File: src/rtl/qsse_pkg.sv
// ----------------------------------------------------------------------------
// qsse_pkg
// Types, register indexes and helpers shared by the quadrature sub-step
// speed estimator modules.
// ----------------------------------------------------------------------------
package qsse_pkg;

    // configuration register indexes
    localparam logic [2:0] CFG_US_CLOCKS     = 3'd0;
    localparam logic [2:0] CFG_IDLE_STOP     = 3'd1;
    localparam logic [2:0] CFG_PHASE_ONE     = 3'd2;
    localparam logic [2:0] CFG_PHASE_TWO     = 3'd3;
    localparam logic [2:0] CFG_PHASE_THREE   = 3'd4;
    localparam logic [2:0] CFG_REVERSE       = 3'd5;

    // reset values of the configuration registers
    localparam logic [9:0] US_CLOCKS_RST     = 10'd125;
    localparam logic [7:0] IDLE_STOP_RST     = 8'd3;
    localparam logic [7:0] PHASE_ONE_RST     = 8'd64;
    localparam logic [7:0] PHASE_TWO_RST     = 8'd128;
    localparam logic [7:0] PHASE_THREE_RST   = 8'd192;

    // fixed numbers of the estimator
    localparam logic [31:0] LOOP_CLOCKS      = 32'd13;
    localparam logic [31:0] PRIME_OFFSET     = 32'd32;
    localparam logic [31:0] SIGN_BIT         = 32'h8000_0000;
    localparam logic [31:0] STEP_MASK        = 32'hFFFF_FF00;
    localparam logic [16:0] US_PER_SEC_SCALE = 17'd62500;
    localparam int          SPEED_SHIFT      = 16;
    localparam int          SUBSTEP_SHIFT    = 20;
    localparam logic [7:0]  IDLE_MAX         = 8'd255;

    // divider operand selection
    localparam logic [1:0] DIV_TIME = 2'd0;
    localparam logic [1:0] DIV_FINE = 2'd1;
    localparam logic [1:0] DIV_HI   = 2'd2;
    localparam logic [1:0] DIV_LO   = 2'd3;

    typedef struct packed {
        logic [31:0] step_count;
        logic [31:0] cycles_word;
        logic [31:0] sample_us;
    } in_item_t;

    typedef struct packed {
        logic signed [31:0] position;
        logic signed [31:0] speed;
        logic               stopped;
    } out_item_t;

    // controller to datapath commands
    typedef struct packed {
        logic       capture;
        logic       loop_calc;
        logic       div_start;
        logic [1:0] div_sel;
        logic       t_latch;
        logic       prime;
        logic       update;
        logic       fine_latch;
        logic       trans_apply;
        logic       hi_latch;
        logic       lo_latch;
        logic       clamp;
        logic       mul;
        logic       pos;
        logic       pos_clamp;
        logic       finish;
        logic       out_load;
    } cmd_t;

    // datapath to controller status
    typedef struct packed {
        logic div_done;
        logic primed;
        logic changed;
        logic stopped;
        logic out_free;
    } status_t;

    // sub-step where a step begins
    function automatic logic [31:0] step_start(input logic [31:0] step,
                                               input logic [7:0] p1,
                                               input logic [7:0] p2,
                                               input logic [7:0] p3);
        logic [7:0] off;
        begin
            case (step[1:0])
                2'd1: off = p1;
                2'd2: off = p2;
                2'd3: off = p3;
                default: off = 8'd0;
            endcase
            step_start = ({step[25:0], 6'd0} & STEP_MASK) | {24'd0, off};
        end
    endfunction

endpackage

File: src/rtl/qsse_ctrl.sv
// ----------------------------------------------------------------------------
// qsse_ctrl
// Sequencer of the estimator: walks one sample through the time division,
// state update or priming, up to three slope divisions, clamps and the result transfer.
// ----------------------------------------------------------------------------
module qsse_ctrl
(
    input  logic              clk,
    input  logic              rst_n,
    input  logic              in_valid,
    output logic              in_stall,
    input  qsse_pkg::status_t status,
    output qsse_pkg::cmd_t    cmd
);

    localparam logic [4:0] S_IDLE  = 5'd0;
    localparam logic [4:0] S_LOOP  = 5'd1;
    localparam logic [4:0] S_TDIV  = 5'd2;
    localparam logic [4:0] S_TWAIT = 5'd3;
    localparam logic [4:0] S_PRIME = 5'd4;
    localparam logic [4:0] S_UPD   = 5'd5;
    localparam logic [4:0] S_CHK   = 5'd6;
    localparam logic [4:0] S_FDIV  = 5'd7;
    localparam logic [4:0] S_FWAIT = 5'd8;
    localparam logic [4:0] S_TRANS = 5'd9;
    localparam logic [4:0] S_RUN   = 5'd10;
    localparam logic [4:0] S_HDIV  = 5'd11;
    localparam logic [4:0] S_HWAIT = 5'd12;
    localparam logic [4:0] S_LDIV  = 5'd13;
    localparam logic [4:0] S_LWAIT = 5'd14;
    localparam logic [4:0] S_CLAMP = 5'd15;
    localparam logic [4:0] S_MUL   = 5'd16;
    localparam logic [4:0] S_POS   = 5'd17;
    localparam logic [4:0] S_PCLP  = 5'd18;
    localparam logic [4:0] S_FIN   = 5'd19;
    localparam logic [4:0] S_OUT   = 5'd20;

    logic [4:0] state_reg;
    logic [4:0] state_next;

    // next state and commands
    always_comb
    begin
        state_next = state_reg;
        cmd        = '0;
        case (state_reg)
            S_IDLE:
            begin
                if (in_valid)
                begin
                    cmd.capture = 1'b1;
                    state_next  = S_LOOP;
                end
            end
            S_LOOP:
            begin
                cmd.loop_calc = 1'b1;
                state_next    = S_TDIV;
            end
            S_TDIV:
            begin
                cmd.div_start = 1'b1;
                cmd.div_sel   = qsse_pkg::DIV_TIME;
                state_next    = S_TWAIT;
            end
            S_TWAIT:
            begin
                if (status.div_done)
                begin
                    cmd.t_latch = 1'b1;
                    state_next  = status.primed ? S_UPD : S_PRIME;
                end
            end
            S_PRIME:
            begin
                cmd.prime  = 1'b1;
                state_next = S_OUT;
            end
            S_UPD:
            begin
                cmd.update = 1'b1;
                state_next = S_CHK;
            end
            S_CHK:
            begin
                if (status.changed && !status.stopped)
                    state_next = S_FDIV;
                else if (status.changed)
                    state_next = S_TRANS;
                else
                    state_next = S_RUN;
            end
            S_FDIV:
            begin
                cmd.div_start = 1'b1;
                cmd.div_sel   = qsse_pkg::DIV_FINE;
                state_next    = S_FWAIT;
            end
            S_FWAIT:
            begin
                if (status.div_done)
                begin
                    cmd.fine_latch = 1'b1;
                    state_next     = S_TRANS;
                end
            end
            S_TRANS:
            begin
                cmd.trans_apply = 1'b1;
                state_next      = S_RUN;
            end
            S_RUN:
            begin
                state_next = status.stopped ? S_FIN : S_HDIV;
            end
            S_HDIV:
            begin
                cmd.div_start = 1'b1;
                cmd.div_sel   = qsse_pkg::DIV_HI;
                state_next    = S_HWAIT;
            end
            S_HWAIT:
            begin
                if (status.div_done)
                begin
                    cmd.hi_latch = 1'b1;
                    state_next   = S_LDIV;
                end
            end
            S_LDIV:
            begin
                cmd.div_start = 1'b1;
                cmd.div_sel   = qsse_pkg::DIV_LO;
                state_next    = S_LWAIT;
            end
            S_LWAIT:
            begin
                if (status.div_done)
                begin
                    cmd.lo_latch = 1'b1;
                    state_next   = S_CLAMP;
                end
            end
            S_CLAMP:
            begin
                cmd.clamp  = 1'b1;
                state_next = S_MUL;
            end
            S_MUL:
            begin
                cmd.mul    = 1'b1;
                state_next = S_POS;
            end
            S_POS:
            begin
                cmd.pos    = 1'b1;
                state_next = S_PCLP;
            end
            S_PCLP:
            begin
                cmd.pos_clamp = 1'b1;
                state_next    = S_FIN;
            end
            S_FIN:
            begin
                cmd.finish = 1'b1;
                state_next = S_OUT;
            end
            S_OUT:
            begin
                if (status.out_free)
                begin
                    cmd.out_load = 1'b1;
                    state_next   = S_IDLE;
                end
            end
            default:
            begin
                state_next = S_IDLE;
            end
        endcase
    end

    // state register
    always_ff @(posedge clk or negedge rst_n)
    begin
        if (!rst_n)
            state_reg <= S_IDLE;
        else
            state_reg <= state_next;
    end

    assign in_stall = (state_reg != S_IDLE);

endmodule

File: config.mk
export PLATFORM = sky130hd
export DESIGN_NAME = qsse_ctrl
export DESIGN_NICKNAME = d
export VERILOG_FILES = /design/src/rtl/qsse_pkg.sv /design/src/rtl/qsse_ctrl.sv
export SDC_FILE = /design/constraint.sdc
export NUM_CORES = 1
export LEC_CHECK = 0
export BUFFER_PORTS_ARGS = -buffer_cell sky130_fd_sc_hd__buf_4
export CAP_MARGIN = 10
export CORE_AREA = 2 2 47 49
export CTS_CLUSTER_DIAMETER = 40
export CTS_CLUSTER_SIZE = 12
export DETAILED_ROUTE_END_ITERATION = 8
export DIE_AREA = 0 0 49 51
export PLACE_DENSITY = 0.71
export SYNTH_ARGS = -nofsm -noshare
export SYNTH_HDL_FRONTEND = slang
export SYNTH_SLANG_ARGS = --single-unit
File: constraint.sdc
create_clock -name clk -period 4.35 [get_ports clk]
set_clock_uncertainty 0.05 [all_clocks]
set_input_delay 0.2175 -clock clk [delete_from_list [all_inputs] [get_ports clk]]
set_output_delay 0.2175 -clock clk [all_outputs]
set_load 0.02 [all_outputs]
### Yosys cells after proc, flatten, opt, wreduce, memory -nomap -nowiden

Index checks and enable logic that the tools add are counted.

| operators by class | value |
|---|---|
| reduce and logical (&&, ||, !) cells | 6 |
| muxes and demuxes | 30 |
| equality and inequality tests | 26 |

Operator list:

| kind | count |
|---|---|
| case mux 5 bit (20 select lines) | 1 |
| == test 5 x 4 -> 1 bit, second input constant | 8 |
| two-way mux 5 bit | 7 |
| == test 5 bit, second input constant | 5 |
| == test 5 x 3 -> 1 bit, second input constant | 4 |
| two-way mux 1 bit | 19 |
| != test 2 bit, second input constant | 6 |
| case mux 3 bit (4 select lines) | 1 |
| == test 5 x 2 -> 1 bit, second input constant | 2 |
| AND reduction 6 bit | 1 |
| == test 5 x 1 -> 1 bit, second input constant | 1 |
| logical NOT 5 bit | 1 |
| nonzero test 5 bit | 1 |
| two-way mux 4 bit | 1 |
| two-way mux 2 bit | 1 |
| OR reduction 2 bit | 1 |
| logical AND 1 bit | 1 |
| logical NOT 1 bit | 1 |

| storage, ports and cells | value |
|---|---|
| register bits after elaboration | 5 |
| output and inout bits | 19 |

### Longest topological paths before layout

| depth | value |
|---|---|
| word-level depth | 4 |
| gate-level depth with buffers | 7 |
| mapped depth without buffers | 5 |

### Worst setup path before layout

Ideal clock, no wire load.

| timing | value |
|---|---|
| path type | register to output |
| start | reg state_reg[4] |
| end | out cmd[4] (netlist bit) |
| arrival | 1.523 ns |
| slack | 2.559 ns |
| buffers on the path | 2 |
| cell stages (with the launch flop) | 5 |
| required time | 4.083 ns |
| cells stage by stage | dfrtp_1 > clkbuf_1 > buf_1 > nand2_1 > nor3_1 |

RTL lines:

| what | RTL line | text |
|---|---|---|
| from (decl) | qsse_ctrl.sv:38 | `logic [4:0] state_reg;` |
| from (signal assigned) | qsse_ctrl.sv:190 | `state_reg <= state_next;` |
| to (decl) | qsse_ctrl.sv:13 | `output qsse_pkg::cmd_t cmd` |

==> flow_summary.json <==
{
  "dieArea_sq_um": 2500,
  "synth_seq_cells": 5,
  "viasPerCell": 5.27,
  "gr-total-overflow": 0,
  "rsz0062_at_grt": "no",
  "core_area_sq_um": 2060,
  "synth_edf_count": 0,
  "final_antenna_net_count": 0,
  "syn_avg_cell_area_sq_um": 7.11,
  "final.period_utilization_pct": 49.4,
  "vdd_ir_drop_max_mv": 0.232,
  "worstHoldPathType": "in -> reg",
  "fin_tns_setup_ns": 0,
  "cp-start-kind": "flip-flop",
  "syn_area_sq_um": 676,
  "syn2layout_area_growth_pct": 32.0,
  "outcome": "finished clean",
  "switching_share_pct": 54.9,
  "stdcell_area_sq_um": 892,
  "p_clk_share_pct": 8.9,
  "cts_root_buf": "clkbuf_4",
  "worst_slack_ns": 2.20,
  "cts_max_path_buffers": 2,
  "finalSetupViolations": 0,
  "synth-async-reset-ratio_pct": 100,
  "io_pins": 27,
  "clkTransAtPathRegs_ns": 0.05,
  "synthesis.nets": 103,
  "synth_top_cell_area_share_pct": 18.5,
  "grt_pass1_wl_microns": 3010,
  "setup.worst_path.end_class": "primary output",
  "grt_pass1_vias": 676,
  "netlist_instances": 95,
  "netlist_top_cells_area": "dfrtp_1 19%, nand2_1 7.2%, nor2_1 7.2%, nor3_1 5.2%, nand2b_1 4.6%",
  "drive_gt1_share_pct": 30.2,
  "diodes": 0,
  "antenna_found_initial": 0,
  "fillers": 237,
  "synth_ff_type": "dfrtp_1",
  "numCtsBuffers": 3,
  "nets": 125,
  "worst-setup-path-type": "reg -> out",
  "first_iter_violations": 10,
  "tritoncts": "done",
  "grt_max_degree": 21,
  "htreeDepth": 1,
  "dp_slack_ns": 2.27,
  "instances_no_fill": 144,
  "wl_microns": 1770,
  "netSwitchingPower_uw": 358,
  "synth_common_cells": "13 x nand2_1, 13 x nor2_1, 7 x nor3_1",
  "die_w_microns": 49,
  "p_int_uw": 294,
  "power_density_nw_per_um2": 731,
  "regArea_sq_um": 125,
  "vias": 759,
  "fin_crit_ns": 2.15,
  "wl_per_cell_microns": 12.3,
  "place_inst": 139,
  "firstDrtPassIters": 4,
  "pwr-share-comb_pct": 62.6,
  "post-cts-setup-buffers": 0,
  "worst-path-max-fanout": 20,
  "timing.hold.ws_ns": 0.151,
  "crit_arrival_ns": 1.88,
  "start_util_pct": 32.7,
  "multi_input_area_sq_um": 495,
  "synth_seq_area_share_pct": 18.5,
  "clock-sinks": 5,
  "hpwl_microns": 1250,
  "hold_viol": 0,
  "portBuffers": 26,
  "dieHeight_microns": 51,
  "worstSkewPairLatency_ns": 0.26,
  "placement.cell_area_sq_um": 855,
  "routabilityCongestion": 0.834,
  "fmax_mhz": 465,
  "tightest_slew_ns": 0.633,
  "slew_headroom_pct": 57.8,
  "grt_usage_pct": 15.7,
  "power.leakage_uw": 0.000411,
  "drv_cap": 0,
  "largest_reg_flops": 5,
  "drcViolationCount": 0,
  "ys_types": 35,
  "yosys_warnings": 0,
  "core.rowCount": 17,
  "netlist.top_cell.by_area": "dfrtp_1",
  "drv_slew": 0,
  "p_seq_share_pct": 28.5,
  "required_ns": 4.08
}
==> cell type report <==
class	count	share of cell area, %
Clock buffer	3	2.52
Clock inverter	1	0.561
Inverter	1	0.421
Multi-Input combinational cell	79	55.5
Sequential cell	5	14.0
Tap cell	28	3.93
Timing Repair Buffer	27	23.0
==> final timing paths <==
kind                       cells past startpoint  slack, ns                     start                       end
setup / recovery                               4       2.20  state_reg[2]$_DFFE_PN0P_                   cmd[12]
hold / removal                                 2       0.15                 status[4]  state_reg[1]$_DFFE_PN0P_
setup reg to reg                               5       2.22  state_reg[2]$_DFFE_PN0P_  state_reg[1]$_DFFE_PN0P_
hold reg to reg                                1       0.74  state_reg[3]$_DFFE_PN0P_  state_reg[4]$_DFFE_PN0P_
max in group asynchronous                      2       3.87                     rst_n  state_reg[1]$_DFFE_PN0P_
min in group asynchronous                      2       0.25                     rst_n  state_reg[4]$_DFFE_PN0P_
==> kinds of logic after synthesis <==
| kind of cell | after synthesis | share of synthesized area, % |
|---|---|---|
| and+or+nand+nor | 56 | 47.0 |
| AOI/OAI and AO/OA | 18 | 19.4 |
| buffers and inverters | 11 | 8.15 |
| DFF | 5 | 18.5 |
| xor gates and xnor gates | 3 | 3.89 |
| muxes | 2 | 2.96 |
==> power groups by stage <==
stage / Clock, uW / Combinational, uW / Sequential, uW
2_1_floorplan: 0 / 414 / 86.4
3_3_place_gp: 0 / 402 / 181
3_5_place_dp: 0 / 408 / 186
4_1_cts: 58.9 / 410 / 185
5_1_grt: 61.6 / 454 / 199
6_report: 57.9 / 409 / 186
==> worst max-delay path: stages, from the launching register on <==
cell and delay (ns):
dfrtp_1 0.60, or2_1 0.42, nor2_1 0.24, and4_1 0.22, buf_4 0.14
==> routing by layer <==
| metal | GRT usage, % | share of wire [%] | vias up |
|---|---|---|---|
| met5 | 0 | 0 | - |
| met2 | 26.3 | 47 | 22 |
| met3 | 2.05 | 3.4 | 4 |
| met4 | 11.4 | 2.6 | 0 |
| li1 | - | - | 379 |
| met1 | 18.5 | 47 | 354 |
==> cells in the final DEF, fill, tap and decap left out, types with 2 or more instances in the layout <==
cell,synthesis,layout
nor2b_1,4,4
nand2_1,13,13
mux2i_1,2,2
xor2_1,2,2
buf_4,1,26
clkbuf_4,0,3
nand2b_1,5,5
and3_1,2,2
a22oi_1,2,2
nand3b_1,3,3
nand3_1,2,2
a31oi_1,2,2
a21oi_1,5,5
nor2_1,13,13
dfrtp_1,5,5
nor3_1,7,7
o21ai_0,3,3
==> metrics by stage <==
| stage | utilization, % | total power [uW] |
|---|---|---|
| floorplan | - | 501 |
| global placement | 41.4 | 584 |
| detailed placement | 41.4 | 594 |
| CTS | 43.2 | 654 |
| global route | 43.2 | 714 |
| finish | 43.2 | 653 |
==> repair_timing <==
item | CTS | global route
gates resized for setup | 0 | 0
endpoints found under the hold margin | 5 | 0
hold buffers | 1 | 0
Power figures use the tool's default switching activity.
